### src/sv/pbcp_pkg.sv
// ----------------------------------------------------------------------------
// Pileup base column parser package
// Shared constants, types and character helpers of the parser.
// ----------------------------------------------------------------------------
package pbcp_pkg;

  localparam int unsigned DefaultMaxDepth = 1024;

  localparam logic [7:0] ChStar   = 8'h2A;
  localparam logic [7:0] ChCaret  = 8'h5E;
  localparam logic [7:0] ChDollar = 8'h24;
  localparam logic [7:0] ChPlus   = 8'h2B;
  localparam logic [7:0] ChMinus  = 8'h2D;
  localparam logic [7:0] ChDot    = 8'h2E;
  localparam logic [7:0] ChComma  = 8'h2C;
  localparam logic [7:0] ChTab    = 8'h09;
  localparam logic [7:0] ChSpace  = 8'h20;
  localparam logic [7:0] ChZero   = 8'h30;
  localparam logic [7:0] ChNine   = 8'h39;

  localparam logic [15:0] IndelMax = 16'hFFFF;

  typedef enum logic [2:0] {
    PH_BASES = 3'd0,
    PH_SKIP1 = 3'd1,
    PH_LEN   = 3'd2,
    PH_SKIPN = 3'd3,
    PH_QUAL  = 3'd4
  } phase_e;

  typedef enum logic [2:0] {
    KIND_PAIR     = 3'd0,
    KIND_SUMMARY  = 3'd1,
    KIND_UNKNOWN  = 3'd2,
    KIND_NO_BASE  = 3'd3,
    KIND_OVERFLOW = 3'd4
  } kind_e;

  // One parsed character as handed from the parser to the result stage.
  typedef struct packed {
    logic        err_v;
    kind_e       err_kind;
    logic [7:0]  err_char;
    logic        pair_v;
    logic [7:0]  qual;
    logic        line_end;
    logic [10:0] span;
  } item_t;

  function automatic logic [7:0] to_upper(input logic [7:0] c);
    to_upper = (c >= 8'h61 && c <= 8'h7A) ? c - 8'h20 : c;
  endfunction

  function automatic logic [7:0] to_lower(input logic [7:0] c);
    to_lower = (c >= 8'h41 && c <= 8'h5A) ? c + 8'h20 : c;
  endfunction

endpackage

### src/sv/pbcp_parse.sv
// ----------------------------------------------------------------------------
// Pileup base column parser front end
// Per-character line state, slot writes and quality-phase slot reads.
// ----------------------------------------------------------------------------
module pbcp_parse #(
  parameter int unsigned MaxDepth = pbcp_pkg::DefaultMaxDepth,
  localparam int unsigned AddrW = $clog2(MaxDepth)
) (
  input  logic               clk_i,
  input  logic               rst_ni,
  input  logic               fire_i,
  input  logic [7:0]         ch_i,
  input  logic [7:0]         ref_base_i,
  input  logic               line_end_i,
  output pbcp_pkg::item_t    item_o,
  output logic               we_o,
  output logic [AddrW-1:0]   waddr_o,
  output logic [7:0]         wdata_o,
  output logic               re_o,
  output logic [AddrW-1:0]   raddr_o
);

  localparam int unsigned CntW = $clog2(MaxDepth + 1);

  pbcp_pkg::phase_e phase_q, phase_d;
  logic [CntW-1:0]  slot_q, slot_d;
  logic [CntW-1:0]  qslot_q, qslot_d;
  logic [15:0]      indel_q, indel_d;
  logic             err_q, err_d;

  logic             col_char;
  logic             st_v;
  logic [7:0]       st_val;
  logic [19:0]      len_prod;
  logic [15:0]      indel_dec;
  logic [CntW+10:0] span_wide;

  always_comb begin
    phase_d   = phase_q;
    slot_d    = slot_q;
    qslot_d   = qslot_q;
    indel_d   = indel_q;
    err_d     = err_q;
    col_char  = 1'b0;
    st_v      = 1'b0;
    st_val    = ch_i;
    we_o      = 1'b0;
    re_o      = 1'b0;
    item_o    = '0;
    item_o.err_kind = pbcp_pkg::KIND_UNKNOWN;
    item_o.qual     = ch_i;
    len_prod  = ({4'b0, indel_q} << 3) + ({4'b0, indel_q} << 1) + {16'b0, ch_i[3:0]};
    indel_dec = indel_q - 16'd1;

    if (!err_q) begin
      unique case (phase_q)
        pbcp_pkg::PH_BASES: begin
          col_char = 1'b1;
        end
        pbcp_pkg::PH_SKIP1: begin
          phase_d = pbcp_pkg::PH_BASES;
        end
        pbcp_pkg::PH_LEN: begin
          if (ch_i >= pbcp_pkg::ChZero && ch_i <= pbcp_pkg::ChNine) begin
            indel_d = (len_prod > {4'b0, pbcp_pkg::IndelMax}) ? pbcp_pkg::IndelMax
                                                              : len_prod[15:0];
          end else if (indel_q == '0) begin
            phase_d  = pbcp_pkg::PH_BASES;
            col_char = 1'b1;
          end else begin
            indel_d = indel_dec;
            phase_d = (indel_dec == '0) ? pbcp_pkg::PH_BASES : pbcp_pkg::PH_SKIPN;
          end
        end
        pbcp_pkg::PH_SKIPN: begin
          if (indel_q != '0) begin
            indel_d = indel_dec;
          end
          if (indel_q == '0 || indel_dec == '0) begin
            phase_d = pbcp_pkg::PH_BASES;
          end
        end
        pbcp_pkg::PH_QUAL: begin
          if (qslot_q >= slot_q) begin
            item_o.err_v    = 1'b1;
            item_o.err_kind = pbcp_pkg::KIND_NO_BASE;
            item_o.err_char = ch_i;
            err_d           = 1'b1;
          end else begin
            re_o          = fire_i;
            item_o.pair_v = 1'b1;
            qslot_d       = qslot_q + 1'b1;
          end
        end
        default: begin
        end
      endcase
    end

    if (col_char) begin
      case (ch_i) inside
        "A", "C", "G", "T", "N", "a", "c", "g", "t", "n": begin
          st_v   = 1'b1;
          st_val = ch_i;
        end
        pbcp_pkg::ChDot: begin
          st_v   = 1'b1;
          st_val = pbcp_pkg::to_upper(ref_base_i);
        end
        pbcp_pkg::ChComma: begin
          st_v   = 1'b1;
          st_val = pbcp_pkg::to_lower(ref_base_i);
        end
        pbcp_pkg::ChStar: begin
          st_v   = 1'b1;
          st_val = pbcp_pkg::ChStar;
        end
        pbcp_pkg::ChCaret: begin
          phase_d = pbcp_pkg::PH_SKIP1;
        end
        pbcp_pkg::ChDollar: begin
        end
        pbcp_pkg::ChPlus, pbcp_pkg::ChMinus: begin
          indel_d = '0;
          phase_d = pbcp_pkg::PH_LEN;
        end
        pbcp_pkg::ChTab, pbcp_pkg::ChSpace: begin
          phase_d = pbcp_pkg::PH_QUAL;
          qslot_d = '0;
        end
        default: begin
          item_o.err_v    = 1'b1;
          item_o.err_kind = pbcp_pkg::KIND_UNKNOWN;
          item_o.err_char = ch_i;
          err_d           = 1'b1;
        end
      endcase
    end

    if (st_v) begin
      if (slot_q == CntW'(MaxDepth)) begin
        item_o.err_v    = 1'b1;
        item_o.err_kind = pbcp_pkg::KIND_OVERFLOW;
        item_o.err_char = st_val;
        err_d           = 1'b1;
      end else begin
        we_o   = fire_i;
        slot_d = slot_q + 1'b1;
      end
    end

    span_wide       = {11'b0, slot_d};
    item_o.line_end = line_end_i;
    item_o.span     = span_wide[10:0];

    if (line_end_i) begin
      phase_d = pbcp_pkg::PH_BASES;
      slot_d  = '0;
      qslot_d = '0;
      indel_d = '0;
      err_d   = 1'b0;
    end
  end

  assign waddr_o = slot_q[AddrW-1:0];
  assign wdata_o = st_val;
  assign raddr_o = qslot_q[AddrW-1:0];

  always_ff @(posedge clk_i or negedge rst_ni) begin
    if (!rst_ni) begin
      phase_q <= pbcp_pkg::PH_BASES;
      slot_q  <= '0;
      qslot_q <= '0;
      indel_q <= '0;
      err_q   <= 1'b0;
    end else if (fire_i) begin
      phase_q <= phase_d;
      slot_q  <= slot_d;
      qslot_q <= qslot_d;
      indel_q <= indel_d;
      err_q   <= err_d;
    end
  end

endmodule

### config.mk
export PLATFORM = sky130hd
export DESIGN_NAME = pbcp_parse
export DESIGN_NICKNAME = d
export VERILOG_FILES = /design/src/sv/pbcp_pkg.sv /design/src/sv/pbcp_parse.sv
export SDC_FILE = /design/constraint.sdc
export NUM_CORES = 1
export LEC_CHECK = 0
export BUFFER_PORTS_ARGS = -buffer_cell sky130_fd_sc_hd__buf_2
export CAP_MARGIN = 20
export CORE_ASPECT_RATIO = 0.8
export CORE_MARGIN = 1.5
export CORE_UTILIZATION = 40
export DETAILED_ROUTE_END_ITERATION = 16
export GPL_ROUTABILITY_DRIVEN = 0
export SKIP_LAST_GASP = 1
export SYNTH_ARGS = -nofsm -noshare
export SYNTH_HDL_FRONTEND = slang
export SYNTH_SLANG_ARGS = --single-unit
### constraint.sdc
create_clock -name clk_i -period 4.8 [get_ports clk_i]
set_clock_uncertainty 0.2 [all_clocks]
set_input_delay 0.24 -clock clk_i [delete_from_list [all_inputs] [get_ports clk_i]]
set_output_delay 0.24 -clock clk_i [all_outputs]
set_load 0.02 [all_outputs]
== Yosys cells after proc, flatten, opt, wreduce, memory -nomap -nowiden ==
Cells that the tools add are included.
W data, S select, Z words.
Word-level totals
  flip-flop bits (word level): 42
  latch bits: 0
  memory bits (writable): 0
  memory bits (read-only): 0
  bits of input ports: 20
  output and inout port bits: 63
  logic and storage cells: 153
  memories: 0
Operators by class
  $add $sub $neg: 7
  multipliers: 0
  divide/modulo/power cells: 0
  order comparisons: 8
  eq/ne operators: 24
  shifts and indexed selects: 0
  muxes and demuxes: 98
  bitwise logic cells: 0
  reductions and logical operators: 11
Operators by type and width (count)
  $mux W16: 14
  $mux W11: 16
  $mux W12: 12
  $eq A8 B7 Y1 const B: 11
  $eq A8 B6 Y1 const B: 7
  $mux W8: 7
  $mux W3: 13
  $logic_not A16 Y1: 2
  $pmux W16 S2: 1
  $mux W1: 29
  $mux W13: 2
  $add A11 B1 Y11 const B: 2
  $add A19 B17 Y20: 1
  $add A20 B4 Y20: 1
  $gt A20 B16 Y1 const B: 1
  $ge A8 B7 Y1 const B: 2
  $le A8 B7 Y1 const B: 2
  $reduce_bool A16 Y1: 1
  $sub A16 B1 Y16 const B: 1
  $eq A11 B11 Y1 const B: 1
  $ge A11 B11 Y1: 1
  $reduce_or A10 Y1: 1
  $pmux W3 S3: 1
  $add A8 B6 Y8 const B: 1
  13 further kinds: 18

== Depth between registers and ports, before layout ==
  depth in word-level cells: 17
  gate-level depth with buffers: 12

== Worst setup path before layout ==
No wires, ideal clock.
  path kind: register to register
  start: register indel_q[0]
  end: register indel_q[14]
  arrival: 3063 ps
  required time: 4506 ps
  setup slack: 1443 ps
  stages on the path, launching flop included: 10
  buffers on the path: 1
  path through: dfrtp_1 -> fa_1 -> fa_1 -> a211oi_1 -> o211ai_1 -> o211a_1 -> a311oi_1 -> clkbuf_1 -> nor2_1 -> a211oi_1
Between the ends
  word-level cells in the longest chain between the ends: 16
  elaborated cells between the ends (all ways): 25
  classes of those cells: add/sub (3); order compare (1); mux (19); reduce/logical (2)
RTL lines
  from (decl): RTL line pbcp_parse.sv:28  | logic [15:0] indel_q, indel_d;
  from (signal assigned): RTL line pbcp_parse.sv:180  | indel_q <= indel_d;
  $add A19 B17 Y20: RTL line pbcp_parse.sv:52  | len_prod = ({4'b0, indel_q} << 3) + ({4'b0, indel_q} << 1) + {16'b0, ch_i[3:0]};
  $add A20 B4 Y20: RTL line pbcp_parse.sv:52
  $gt A20 B16 Y1: RTL line pbcp_parse.sv:65  | indel_d = (len_prod > {4'b0, pbcp_pkg::IndelMax}) ? pbcp_pkg::IndelMax
  $mux W16: RTL line pbcp_parse.sv:65
  $mux W16: RTL line pbcp_parse.sv:64  | if (ch_i >= pbcp_pkg::ChZero && ch_i <= pbcp_pkg::ChNine) begin
  $pmux W16 S2: RTL line pbcp_parse.sv:56  | unique case (phase_q)
  $mux W16: RTL line pbcp_parse.sv:55  | if (!err_q) begin
  $mux W16 (7 in series): RTL line pbcp_parse.sv:101  | case (ch_i) inside
  $mux W16 *: RTL line pbcp_parse.sv:100  | if (col_char) begin
  $mux W16 *: RTL line pbcp_parse.sv:156  | if (line_end_i) begin
Mark *: on every way between the ends. The rest lies on a longest branch, timed or not.
A chain may end at the register's enable or synchronous reset.

==> reports/qor.csv <==
metric,value,unit
Tmin final,4100,ps
power per standard cell area,167,nW/um^2
layout cell share with drive strength beyond 1,0.157,
diodes inserted,0,
Area after DPL,5720,um^2
detailed-route DRC error count,0,
final instance area,5900,um^2
"flops & latches, synth",42,
I/O pins,83,
clock-pin slew on the worst setup and hold paths,60,ps
register area share after synthesis,0.192,
Die Area,14400,um^2
Gate Count Post-Synth,710,
register area,1050,um^2
largest net degree at the start of global routing,43,
CTS tree,yes,
num rows,38,
DPL Wire Length,12300,um
ys async rst share,1.00,
die width,134,um
largest area contributor in the netlist,dfrtp_1,
drt initial violations,466,
area grow syn2layout,7.82,%
worst hold path type,in -> reg,
yosys warns,0,
total power,0.983,mW
Final #Nets,816,
fin. max-slew vios,0,
Synth Cell Area,5470,um^2
CTS root buffer,clkbuf_16,
Mapped Avg Cell Area,7.71,um^2
Clock Path Buffers,2,
Num CTS Buffers,5,
Post-synth EDFFs,0,
syn nets,782,
global-route wire length before repair,26800,um
CTS Hold Bufs,1,
GR Overflow Total,0,
area share of the largest cell type after synthesis,0.192,
status,"complete, no violations",
post-CTS setup buffer count,0,
nature of the critical path endpoint,output pin,
Die Span Y,108,um
Max-slew headroom,0.389,
Final ANT Viol Nets,0,
critical path startpoint category,register,
Setup Total Neg Slack,0,ps
drt wl/cell,17.8,um
most frequent cells after synthesis,"65 x nand2_1, 56 x o21ai_0, 54 x nor2_1",
worst setup path category,reg -> out,
final hold violation count,0,
most instantiated library cell after synthesis,nand2_1,
post-cts gate resize count,0,
Post-synth top flop,dfrtp_1,
Synth cell types,80,
"Data required, critical path",4360,ps
VDD IR max,0.109,mV
Core Region,13500,um^2
drt pass-1 iters,5,
Synth area leaders,"dfrtp_1 19%, ha_1 11%, o21ai_0 5.1%",
number of antenna violations at the first check in global routing,0,
static leakage,2.76,nW
fill count,1387,
vias in the first global route,5161,
RSZ-0062 raised after global routing,no,
DR vias/cell,6.08,
PortBufs,82,
final period utilization,0.855,
htree depth,2,
CTS Sinks,42,
MaxCap Viol Count,0,
pin slew with the least headroom to its limit,893,ps
Multi-input gate area,3880,um^2
Skew-Pair Late Insertion Delay,290,ps
All-Layer GR Usage,0.229,
vias post-DR,5617,
"Max FO, Critical Path",9,
Final Setup Violations,0,
fmax,244,MHz
WP data arrival,3660,ps
Starting Density,0.407,
DRT Wirelength,16400,um
[state kept, by name, indices dropped and copies added (netlist names)]
name	cells
phase_q	3
slot_q	11
qslot_q	11
indel_q	16
err_q	1
[power by group]
part | internal, mW | switching, mW
Clock | 0.191 | 0.139
Sequential | 0.361 | 0.0195
Combinational | 0.0874 | 0.185
Total | 0.639 | 0.344
[metrics by stage]
step | instances | hold slack (ps) | worst slack (ps) | utilization
2_1_floorplan | 710 | -256 | 1440 | -
3_3_place_gp | 914 | 283 | 1180 | 0.425
3_5_place_dp | 914 | 290 | 1020 | 0.425
4_1_cts | 922 | 167 | 718 | 0.436
5_1_grt | 924 | 179 | 370 | 0.439
6_report | 924 | 182 | 697 | 0.439
[layout by cell type, fill, tap and decap left out, drive strengths merged, types with 7 or more instances in the layout]
cell type	netlist	layout
a211oi	11	11
a21o	12	12
a21oi	50	50
a31oi	19	19
and2	7	7
and3	7	7
buf	40	89
clkbuf	23	7
dfrtp	42	42
ha	50	50
inv	32	32
nand2	66	66
nand3	18	18
nand4	18	18
nor2	55	55
nor2b	7	7
nor3	27	27
nor4	12	12
o21a	7	7
o21ai	56	56
o22ai	7	7
o31ai	13	13
xnor2	22	22
xor2	10	10
[cell families after synthesis]
kind of cell	after synthesis	synth area share
xor+xnor	32	0.0512
simple gates	253	0.249
flops	42	0.192
compound gates	227	0.271
mux	8	0.0153
fa+ha+maj	52	0.122
buf+inv	96	0.0999
[area by class of cell]
type | count | area share
multi-input combinational | 572 | 0.657
sequential | 42 | 0.178
timing repair buffer | 90 | 0.0835
tap | 180 | 0.0382
clock buffer | 7 | 0.0225
inverter | 33 | 0.0210
[per-layer routing]
| metal | GRT usage | part of all wire | up-vias |
|---|---|---|---|
| met5 | 0 | 0 | - |
| met2 | 0.346 | 0.42 | 265 |
| met1 | 0.343 | 0.48 | 2635 |
| met3 | 0.0372 | 0.087 | 15 |
| met4 | 0.0404 | 0.0088 | 0 |
| li1 | - | - | 2702 |
[critical path, stage by stage (launching register included)]
cell and delay (ps):
dfrtp_1 500, inv_1 140, ha_1 350, nor4b_1 370
and4_1 500, a31oi_4 250, nor4_1 790, nand2_1 120
a21oi_1 160, buf_2 180
[worst paths after layout]
check | depth (start not counted) | start | endpoint | slack [ps]
max | 9 | indel_q[0] | item_o[23] | 700
min | 2 | line_end_i | slot_q[10] | 180
min reg2reg | 1 | qslot_q[7] | qslot_q[7] | 350
max reg2reg | 10 | indel_q[2] | indel_q[14] | 1010
min in group asynchronous | 2 | rst_ni | slot_q[6] | 290
max in group asynchronous | 3 | rst_ni | indel_q[13] | 3580
(Power assumes the default switching activity.)
