## src/sv/pbcp_pkg.sv

```systemverilog
// ----------------------------------------------------------------------------
// Pileup base column parser package
// Shared constants, types and character helpers of the parser.
// ----------------------------------------------------------------------------
package pbcp_pkg;

  localparam int unsigned DefaultMaxDepth = 1024;

  localparam logic [7:0] ChStar   = 8'h2A;
  localparam logic [7:0] ChCaret  = 8'h5E;
  localparam logic [7:0] ChDollar = 8'h24;
  localparam logic [7:0] ChPlus   = 8'h2B;
  localparam logic [7:0] ChMinus  = 8'h2D;
  localparam logic [7:0] ChDot    = 8'h2E;
  localparam logic [7:0] ChComma  = 8'h2C;
  localparam logic [7:0] ChTab    = 8'h09;
  localparam logic [7:0] ChSpace  = 8'h20;
  localparam logic [7:0] ChZero   = 8'h30;
  localparam logic [7:0] ChNine   = 8'h39;

  localparam logic [15:0] IndelMax = 16'hFFFF;

  typedef enum logic [2:0] {
    PH_BASES = 3'd0,
    PH_SKIP1 = 3'd1,
    PH_LEN   = 3'd2,
    PH_SKIPN = 3'd3,
    PH_QUAL  = 3'd4
  } phase_e;

  typedef enum logic [2:0] {
    KIND_PAIR     = 3'd0,
    KIND_SUMMARY  = 3'd1,
    KIND_UNKNOWN  = 3'd2,
    KIND_NO_BASE  = 3'd3,
    KIND_OVERFLOW = 3'd4
  } kind_e;

  // One parsed character as handed from the parser to the result stage.
  typedef struct packed {
    logic        err_v;
    kind_e       err_kind;
    logic [7:0]  err_char;
    logic        pair_v;
    logic [7:0]  qual;
    logic        line_end;
    logic [10:0] span;
  } item_t;

  function automatic logic [7:0] to_upper(input logic [7:0] c);
    to_upper = (c >= 8'h61 && c <= 8'h7A) ? c - 8'h20 : c;
  endfunction

  function automatic logic [7:0] to_lower(input logic [7:0] c);
    to_lower = (c >= 8'h41 && c <= 8'h5A) ? c + 8'h20 : c;
  endfunction

endpackage

```

## src/sv/pbcp_if.sv

```systemverilog


interface pbcp_out_if;
  logic        valid;
  logic        ready;
  logic [2:0]  kind;
  logic [7:0]  base;
  logic [7:0]  base_upper;
  logic [7:0]  qual_code;
  logic [9:0]  match_index;
  logic [10:0] span_count;
  logic [10:0] match_count;
  logic        last;

  modport source (
    output valid, output kind, output base, output base_upper, output qual_code,
    output match_index, output span_count, output match_count, output last,
    input ready
  );
  modport sink (
    input valid, input kind, input base, input base_upper, input qual_code,
    input match_index, input span_count, input match_count, input last,
    output ready
  );
endinterface

```

## src/sv/pbcp_emit.sv

```systemverilog
// ----------------------------------------------------------------------------
// Pileup base column parser result stage
// Joins slot read data with the parsed character, keeps the match count and
// sends at most two results through the output register.
// ----------------------------------------------------------------------------
module pbcp_emit #(
  parameter int unsigned MaxDepth = pbcp_pkg::DefaultMaxDepth
) (
  input  logic            clk_i,
  input  logic            rst_ni,
  input  logic            fire_i,
  input  pbcp_pkg::item_t item_i,
  input  logic [7:0]      rdata_i,
  output logic            accept_o,
  pbcp_out_if.source      out_o
);

  localparam int unsigned CntW = $clog2(MaxDepth + 1);

  logic             s1_v_q;
  pbcp_pkg::item_t  item_q;
  logic             sel_q;
  logic [CntW-1:0]  mcnt_q;

  logic             out_v_q;
  logic [2:0]       kind_q;
  logic [7:0]       base_q;
  logic [7:0]       upper_q;
  logic [7:0]       qual_q;
  logic [9:0]       midx_q;
  logic [10:0]      span_q;
  logic [10:0]      mc_q;
  logic             last_q;

  logic             pair_ok;
  logic             a_pend;
  logic             pend;
  logic             out_free;
  logic             mv;
  logic             cur_last;
  logic             done;
  logic [CntW-1:0]  mcnt_inc;
  logic [CntW+10:0] midx_wide;
  logic [CntW+10:0] mc_wide;

  always_comb begin
    pair_ok   = item_q.pair_v && (rdata_i != pbcp_pkg::ChStar);
    a_pend    = (item_q.err_v || pair_ok) && !sel_q;
    pend      = a_pend || item_q.line_end;
    out_free  = !out_v_q || out_o.ready;
    mv        = s1_v_q && pend && out_free;
    cur_last  = !(a_pend && item_q.line_end);
    done      = s1_v_q && (!pend || (mv && cur_last));
    mcnt_inc  = mcnt_q + {{(CntW-1){1'b0}}, pair_ok};
    midx_wide = {11'b0, mcnt_q};
    mc_wide   = {11'b0, mcnt_inc};
  end

  assign accept_o = !s1_v_q || done;

  always_ff @(posedge clk_i or negedge rst_ni) begin
    if (!rst_ni) begin
      s1_v_q <= 1'b0;
      sel_q  <= 1'b0;
      mcnt_q <= '0;
    end else begin
      if (done) begin
        mcnt_q <= item_q.line_end ? '0 : mcnt_inc;
      end
      if (fire_i) begin
        s1_v_q <= 1'b1;
        sel_q  <= 1'b0;
      end else if (done) begin
        s1_v_q <= 1'b0;
      end else if (mv) begin
        sel_q <= 1'b1;
      end
    end
  end

  always_ff @(posedge clk_i) begin
    if (fire_i) begin
      item_q <= item_i;
    end
  end

  always_ff @(posedge clk_i or negedge rst_ni) begin
    if (!rst_ni) begin
      out_v_q <= 1'b0;
    end else if (mv) begin
      out_v_q <= 1'b1;
    end else if (out_o.ready) begin
      out_v_q <= 1'b0;
    end
  end

  always_ff @(posedge clk_i) begin
    if (mv) begin
      last_q  <= cur_last;
      kind_q  <= pbcp_pkg::KIND_SUMMARY;
      base_q  <= '0;
      upper_q <= '0;
      qual_q  <= '0;
      midx_q  <= '0;
      span_q  <= '0;
      mc_q    <= '0;
      if (a_pend && item_q.err_v) begin
        kind_q <= item_q.err_kind;
        base_q <= item_q.err_char;
      end else if (a_pend) begin
        kind_q  <= pbcp_pkg::KIND_PAIR;
        base_q  <= rdata_i;
        upper_q <= pbcp_pkg::to_upper(rdata_i);
        qual_q  <= item_q.qual;
        midx_q  <= midx_wide[9:0];
      end else begin
        span_q <= item_q.span;
        mc_q   <= mc_wide[10:0];
      end
    end
  end

  assign out_o.valid       = out_v_q;
  assign out_o.kind        = kind_q;
  assign out_o.base        = base_q;
  assign out_o.base_upper  = upper_q;
  assign out_o.qual_code   = qual_q;
  assign out_o.match_index = midx_q;
  assign out_o.span_count  = span_q;
  assign out_o.match_count = mc_q;
  assign out_o.last        = last_q;

endmodule

```

## src/flat_wrapper.sv

```systemverilog
// flat-port wrapper written by rule: the top's interface ports become plain ports
module pbcp_emit_flat 
#(
  parameter int unsigned MaxDepth = pbcp_pkg::DefaultMaxDepth
)
  (clk_i, rst_ni, fire_i, item_i, rdata_i, accept_o, out_o_valid, out_o_kind, out_o_base, out_o_base_upper, out_o_qual_code, out_o_match_index, out_o_span_count, out_o_match_count, out_o_last, out_o_ready);
  pbcp_out_if out_o_i ();
  input  logic clk_i;
  input  logic rst_ni;
  input  logic fire_i;
  input  pbcp_pkg::item_t item_i;
  input  logic [7:0] rdata_i;
  output logic accept_o;
  output wire logic [$bits(out_o_i.valid)-1:0] out_o_valid;
  output wire logic [$bits(out_o_i.kind)-1:0] out_o_kind;
  output wire logic [$bits(out_o_i.base)-1:0] out_o_base;
  output wire logic [$bits(out_o_i.base_upper)-1:0] out_o_base_upper;
  output wire logic [$bits(out_o_i.qual_code)-1:0] out_o_qual_code;
  output wire logic [$bits(out_o_i.match_index)-1:0] out_o_match_index;
  output wire logic [$bits(out_o_i.span_count)-1:0] out_o_span_count;
  output wire logic [$bits(out_o_i.match_count)-1:0] out_o_match_count;
  output wire logic [$bits(out_o_i.last)-1:0] out_o_last;
  input wire logic [$bits(out_o_i.ready)-1:0] out_o_ready;
  assign out_o_valid = out_o_i.valid;
  assign out_o_kind = out_o_i.kind;
  assign out_o_base = out_o_i.base;
  assign out_o_base_upper = out_o_i.base_upper;
  assign out_o_qual_code = out_o_i.qual_code;
  assign out_o_match_index = out_o_i.match_index;
  assign out_o_span_count = out_o_i.span_count;
  assign out_o_match_count = out_o_i.match_count;
  assign out_o_last = out_o_i.last;
  assign out_o_i.ready = out_o_ready;
  pbcp_emit #(.MaxDepth(MaxDepth)) u_core (.clk_i(clk_i), .rst_ni(rst_ni), .fire_i(fire_i), .item_i(item_i), .rdata_i(rdata_i), .accept_o(accept_o), .out_o(out_o_i));
endmodule
```

## config.mk

```make
export PLATFORM = sky130hd
export DESIGN_NAME = pbcp_emit_flat
export DESIGN_NICKNAME = d
export VERILOG_FILES = /design/src/sv/pbcp_pkg.sv /design/src/sv/pbcp_if.sv /design/src/sv/pbcp_emit.sv /design/src/flat_wrapper.sv
export SDC_FILE = /design/constraint.sdc
export NUM_CORES = 1
export LEC_CHECK = 0
export ABC_AREA = 1
export ABC_CLOCK_PERIOD_IN_PS = 4680
export BUFFER_PORTS_ARGS = -buffer_cell sky130_fd_sc_hd__clkbuf_2
export CAP_MARGIN = 5
export CORE_UTILIZATION = 45
export CTS_CLUSTER_DIAMETER = 30
export DETAILED_ROUTE_END_ITERATION = 10
export GPL_TIMING_DRIVEN = 0
export PLACE_DENSITY = 0.67
export REMOVE_ABC_BUFFERS = 1
export SLEW_MARGIN = 5
export SYNTH_ARGS = -nofsm -noshare
export SYNTH_HDL_FRONTEND = slang
export SYNTH_SLANG_ARGS = --single-unit
```

## constraint.sdc

```tcl
create_clock -name clk_i -period 4.68 [get_ports clk_i]
set_input_delay 0.936 -clock clk_i [delete_from_list [all_inputs] [get_ports clk_i]]
set_output_delay 0.936 -clock clk_i [all_outputs]
set_load 0.02 [all_outputs]
```

Yosys cells after proc, flatten, opt, wreduce, memory -nomap -nowiden
Index checks and enable logic that the tools add are counted.
W data, S select, Z words.
{ "classes": {"n_lt_le_gt_ge": 2, "bitwise": 1, "n_eq_ne": 2, "n_mux": 13, "addsub": 2, "n_reduce_logical": 25} }
{ "ops": {"columns": ["op", "count"], "rows": [
  ["$mux W8", 3],
  ["$add A11 B1 Y11", 1],
  ["$mux W11", 1],
  ["$logic_and A1 B1 Y1", 9],
  ["$ge A8 B7 Y1 const B", 1],
  ["$le A8 B7 Y1 const B", 1],
  ["$mux W1", 8],
  ["$ne A8 B6 Y1 const B", 1],
  ["$sub A8 B6 Y8 const B", 1],
  ["$reduce_bool A2 Y1", 3],
  ["$logic_not A1 Y1", 5],
  ["$logic_or A1 B1 Y1", 5],
  ["$reduce_or A2 Y1", 2],
  ["$mux W3", 1],
  ["$ne A2 B2 Y1 const B", 1],
  ["$reduce_and A2 Y1", 1],
  ["$not A1 Y1", 1]
]} }
{ "totals": {"elab_cells": 64, "in_bits": 45, "reg_bits": 107} }

Logic depth before layout (Yosys ltp)
{ "depth": {"depth_word": 12, "depth_mapped": 13, "mapped_depth_nobuf": 13} }

Least setup slack after synthesis
OpenSTA, ideal clock, no wires.
{ "synth_timing": {"path_type": "input port to flip-flop", "start": "in rdata_i[0]", "end": "reg u_core.base_q[0] (netlist: u_core.out_o.base[0]), enable pin", "path_buffers": 0, "required_time_ps": 4266, "slack_ps": 1647, "arrival_ps": 2619, "cell_stages": 8, "path_cell_list": "inv_1 nand2_2 nor2_4 nand2_2 nand3_4 nand3_2 nand3_1 inv_1"} }
{ "synth_between": {"elab_chain_cells": 7} }
{ "synth_rtl": {"columns": ["element", "line_no", "text"], "rows": [
  ["from (decl)", "flat_wrapper.sv:12", "input logic [7:0] rdata_i;"],
  ["$ne A8 B6 Y1", "pbcp_emit.sv:47", "pair_ok = item_q.pair_v && (rdata_i != pbcp_pkg::ChStar);"],
  ["$logic_and A1 B1 Y1", "pbcp_emit.sv:47", null],
  ["$logic_or A1 B1 Y1", "pbcp_emit.sv:48", "a_pend = (item_q.err_v || pair_ok) && !sel_q;"],
  ["$logic_and A1 B1 Y1", "pbcp_emit.sv:48", null],
  ["$logic_or A1 B1 Y1", "pbcp_emit.sv:49", "pend = a_pend || item_q.line_end;"],
  ["$logic_and A1 B1 Y1 (2 in a row)", "pbcp_emit.sv:51", "mv = s1_v_q && pend && out_free;"],
  ["net u_core.mv", "pbcp_emit.sv:39", "logic mv;"],
  ["to (signal assigned)", "pbcp_emit.sv:109", "base_q <= item_q.err_char;"],
  ["to (signal assigned)", "pbcp_emit.sv:112", "base_q <= rdata_i;"],
  ["to (decl)", "pbcp_emit.sv:27", "logic [7:0] base_q;"]
]} }
The timed path passes the listed nets, and every way through them passes these cells.
A chain may end at the register's enable or synchronous reset.

Worst setup path in the final report
{ "layout_timing": {"start": "in rdata_i[0]", "end": "out accept_o"} }
{ "layout_between": {"elab_chain_cells": 11, "elab_cells_between_ends": 14, "cone_classes": "eq/ne: 1; reduce/logical: 13"} }
{ "layout_rtl": {"columns": ["element", "line_no", "text"], "rows": [
  ["$ne A8 B6 Y1 (*)", "pbcp_emit.sv:47", null],
  ["$logic_and A1 B1 Y1 (*)", "pbcp_emit.sv:47", null],
  ["$logic_or A1 B1 Y1 (*)", "pbcp_emit.sv:48", null],
  ["$logic_and A1 B1 Y1 (*)", "pbcp_emit.sv:48", null],
  ["$logic_or A1 B1 Y1", "pbcp_emit.sv:49", null],
  ["$logic_and A1 B1 Y1 (2 in a row)", "pbcp_emit.sv:51", null],
  ["$logic_and A1 B1 Y1", "pbcp_emit.sv:53", "done = s1_v_q && (!pend || (mv && cur_last));"],
  ["$logic_or A1 B1 Y1 (*)", "pbcp_emit.sv:53", null],
  ["$logic_and A1 B1 Y1 (*)", "pbcp_emit.sv:53", null],
  ["$logic_or A1 B1 Y1 (*)", "pbcp_emit.sv:59", "assign accept_o = !s1_v_q || done;"],
  ["to (decl)", "flat_wrapper.sv:13", "output logic accept_o;"]
]} }
Mark *: on every way between the ends. The rest lies on a longest branch, timed or not.

==> summary by stage <==
GRT
The global-route met2 utilization is 0.268. The global routing's busiest layer is met2. The initial antenna violation count came to 0.

The number of global-route vias before repair is 2,676. For this run the aggregate overflow at the end of global routing stands at 0. In the global route stage, met3 resource usage came out at 0.0348. For this run, the total global-route usage over all layers was measured as 0.165. The global-route wire length before repair is 12,600 um. In the global route stage, met1 resource usage came out at 0.215. Entering global routing, the biggest net connects 42 pins.

Place
The placed instance count is 578. The congestion estimate from routability-driven global placement came to 0.804. Detailed placement ended at an HPWL of 5180 um. Summing all placed instances gives a cell area of 0.00495 mm^2. The count of buffers added on input and output ports is 106.

Synth
The fraction of the mapped netlist area in compound gates is 0.0180. The share of synthesized area in the top cell type comes to 0.648. The synthesis warning total is 0. After synthesis, the largest family of logic cells by area is simple AND/OR/NAND/NOR gates. By count the netlist is led by sky130_fd_sc_hd__edfxtp_1 (93), sky130_fd_sc_hd__nor2_1 (69), sky130_fd_sc_hd__nand2_1 (51). The average instance area after synthesis is 12.1 um^2.

The portion of synthesized area spent on multiplexers is 0. The synthesis-stage register bit count is 107. The xor and xnor fraction of the mapped netlist area is 0.0142.

The count of unique library cells instantiated by Yosys is 28. Counting flops with a built-in enable in the synthesized netlist gives 93. The async set-reset flop share out of synthesis is 0.131. Of the total synthesized cell area, the portion taken by full adders, half adders and majority gates is 0.00871. The portion of the post-synthesis area used by sequential elements is 0.729. The library cell with the largest summed area after synthesis is sky130_fd_sc_hd__edfxtp_1. The summed instance area of the synthesized netlist is 0.00431 mm^2. The most used standard cell by instance count after synthesis is sky130_fd_sc_hd__edfxtp_1.

After synthesis, the cell types taking the most area are sky130_fd_sc_hd__edfxtp_1 (65%), sky130_fd_sc_hd__dfrtp_1 (8.1%), sky130_fd_sc_hd__nor2_1 (6.0%). The simple-gate area share of the yosys netlist is 0.167. For this run, the leading register cell type out of synthesis is sky130_fd_sc_hd__edfxtp_1. The cell count after synthesis is 355.

Timing
Headroom to the max-slew limit came out at 0.354. In the finished design, the share of the clock period the worst path needs comes to 0.691. At the pin with the least slew margin, the transition time is 0.966 ns.

The worst path needs 3.24 ns of the cycle, external delays included. For the final database, setup skew stands at 0.0137 ns. The peak clock frequency supported by timing is 0.309 GHz. Adding up every negative setup slack in the final design gives 0 ns. Setup repair after global routing left no endpoint under its margin.

The number of pins with negative max-slew slack in the final report is 0. Setup violations remaining at the end of the flow were counted as 0. The number of endpoints with negative hold slack in the final report came to 0.

Clocking
Hold repair after CTS inserted 0 buffers. For the worst-skew pair, the clock arrives at the later sink with an insertion delay of 0.36 ns. Post-CTS repair changed the size of 0 cells. The total number of clock tree sinks is 107. The buffer depth of the longest clock path is 2. The register clock-pin slew on the reported worst setup and hold paths is 0.10 ns. TritonCTS built the clock tree. Clock tree synthesis selected as its root buffer the cell sky130_fd_sc_hd__clkbuf_8. The TritonCTS buffer count is 9.

Buffers added to address setup during post-CTS repair amount to 0. The number of H-tree levels is 3.

Run status
The flow ran to the end, and the final reports show no timing, DRC or antenna violations.

Routing
The post-route antenna net violation count is 0. In the final routed layout, each cell accounts on average for 12.9 um. The violation count after the first detailed-routing iteration is 140. The routed layout has 2,754 vias.

The final layout contains routed wiring with a total length of 7650 um. The number of iterations in the first detailed-routing pass is 4. Using the TritonRoute via totals, the vias-per-cell ratio works out to 4.64. The final routed DRC violation total is 0.

Floorplan
The count of boundary I/O pins is 107. The die is 99.9 um wide. The cell row count is 35. The die outline area is 0.00997 mm^2. After floorplanning, the core was sized to cover 0.00924 mm^2. The vertical die dimension is 99.9 um. The initial utilization of the core area, before any placement, comes to 0.466.

Critical path
The critical path required time is 3.74 ns. The largest driver fanout on the critical path is 28. The element type at the critical path end is an output pin. The endpoint identified for the worst register-to-register timing path is u_core.out_o.base[7]. The depth of the worst register-to-register path is 5. In this run the register-to-register setup slack is 2.17 ns.

The worst register-to-register path begins at u_core.sel_q. The critical path data arrival time is 2.30 ns. STA classifies the critical path startpoint as a primary input. The critical path in this run is classified as in2out.

Final layout
The area of the multi-input gates is 897 um^2. Once layout is complete, the cells apart from fillers number 594. After routing the design area is 0.00517 mm^2. Summing all flip-flop and latch instances after layout gives 0.00314 mm^2. The count of nets after finishing is 508. From synthesis to final layout, the design area changed by 20.0%. The number of antenna diodes in the final layout is 0.

The number of inserted filler cells in the final layout is 790. Of the cells placed in the final design, the portion with a size suffix greater than 1 is 0.297.

Pwr
The overall power after layout is 2330 uW. The worst-case vdd ir drop is 0.000224 V. The analysis attributes to cell leakage a power of 0.00228 uW. In this run the power density over the cells is 450 mW/mm^2.

Hold path
The min-delay analysis places its worst path in the category in2async.

Flow run
The tool flagged a number of max-cap violations equal to 0.
-- critical path, cell delays in order --
cell and delay [ns]:
sky130_fd_sc_hd__clkbuf_2 0.08, sky130_fd_sc_hd__inv_1 0.10, sky130_fd_sc_hd__nand2_2 0.09, sky130_fd_sc_hd__nor2_4 0.11
sky130_fd_sc_hd__nand2_2 0.08, sky130_fd_sc_hd__nand3_4 0.08, sky130_fd_sc_hd__nand2_4 0.21, sky130_fd_sc_hd__nand2_4 0.24
sky130_fd_sc_hd__nand2_1 0.07, sky130_fd_sc_hd__nand2_1 0.09, sky130_fd_sc_hd__clkbuf_2 0.20
-- sequential cells by signal, summed over array words and instances (netlist names) --
register,count
u_core.out_o.span_count,11
u_core.out_o.qual_code,8
u_core.out_o.base,8
u_core.s1_v_q,1
u_core.sel_q,1
u_core.mcnt_q,11
u_core.item_q,33
u_core.out_o.last,1
u_core.out_o.valid,1
u_core.out_o.match_index,10
u_core.out_o.match_count,11
u_core.out_o.base_upper,8
u_core.out_o.kind,3
-- cell usage in the layout, fill, tap and decap left out, types with 2 or more instances in the layout --
| cell type | count |
|---|---|
| sky130_fd_sc_hd__clkbuf_2 | 106 |
| sky130_fd_sc_hd__edfxtp_1 | 93 |
| sky130_fd_sc_hd__nor2_1 | 69 |
| sky130_fd_sc_hd__nand2_1 | 51 |
| sky130_fd_sc_hd__inv_1 | 48 |
| sky130_fd_sc_hd__nand3_1 | 16 |
| sky130_fd_sc_hd__nand4_1 | 14 |
| sky130_fd_sc_hd__dfrtp_1 | 14 |
| sky130_fd_sc_hd__clkbuf_8 | 9 |
| sky130_fd_sc_hd__xor2_1 | 6 |
| sky130_fd_sc_hd__nand2_2 | 4 |
| sky130_fd_sc_hd__inv_2 | 4 |
| sky130_fd_sc_hd__o21ai_1 | 4 |
| sky130_fd_sc_hd__a21oi_1 | 3 |
| sky130_fd_sc_hd__ha_1 | 3 |
| sky130_fd_sc_hd__nand2_4 | 2 |
| sky130_fd_sc_hd__o21ai_0 | 2 |
| sky130_fd_sc_hd__nand3_2 | 2 |
| sky130_fd_sc_hd__bufinv_16 | 2 |
-- per-layer routing --
metal	vias up	part of all wire
met1	1269	0.44
li1	1380	-
met4	0	0.014
met5	-	0
met3	9	0.060
met2	96	0.49
-- cells by family after synthesis --
kind of cell,count (synthesis)
AO/OA/AOI/OAI,12
buffers and inverters,65
XOR/XNOR,7
adder cells (fa/ha/maj),3
flip-flops,107
AND/OR/NAND/NOR,161
-- worst max-delay path by stage --
stage,from,endpoint,cells after the start
floorplan,rdata_i[0],u_core.out_o.base[0],8
global placement,rdata_i[0],u_core.out_o.match_index[8],9
detailed placement,rdata_i[0],accept_o,11
CTS,rdata_i[0],accept_o,11
global route,rdata_i[0],accept_o,11
finish,rdata_i[0],accept_o,11
-- through the flow --
step	utilization	hold WS [ns]	worst slack (ns)
floorplan	-	0.464	1.63
global placement	0.533	0.478	0.994
detailed placement	0.535	0.512	1.42
CTS	0.560	0.469	1.42
global route	0.560	0.479	1.28
finish	0.560	0.476	1.44
-- power by group --
part           total, uW  switching (uW)  internal [uW]
clock network        621             314            306
logic                448             323            126
registers           1260            53.9           1210
total               2330             691           1640
-- area by class of cell --
cell class / instances / share of cell area
timing repair buffer: 107 / 0.106
tap: 129 / 0.0312
multi-input combinational: 183 / 0.173
inverter: 52 / 0.0377
sequential: 107 / 0.608
clock buffer: 9 / 0.0240
clock inverter: 7 / 0.0194
No activity file was read; power rests on OpenSTA's default activity.
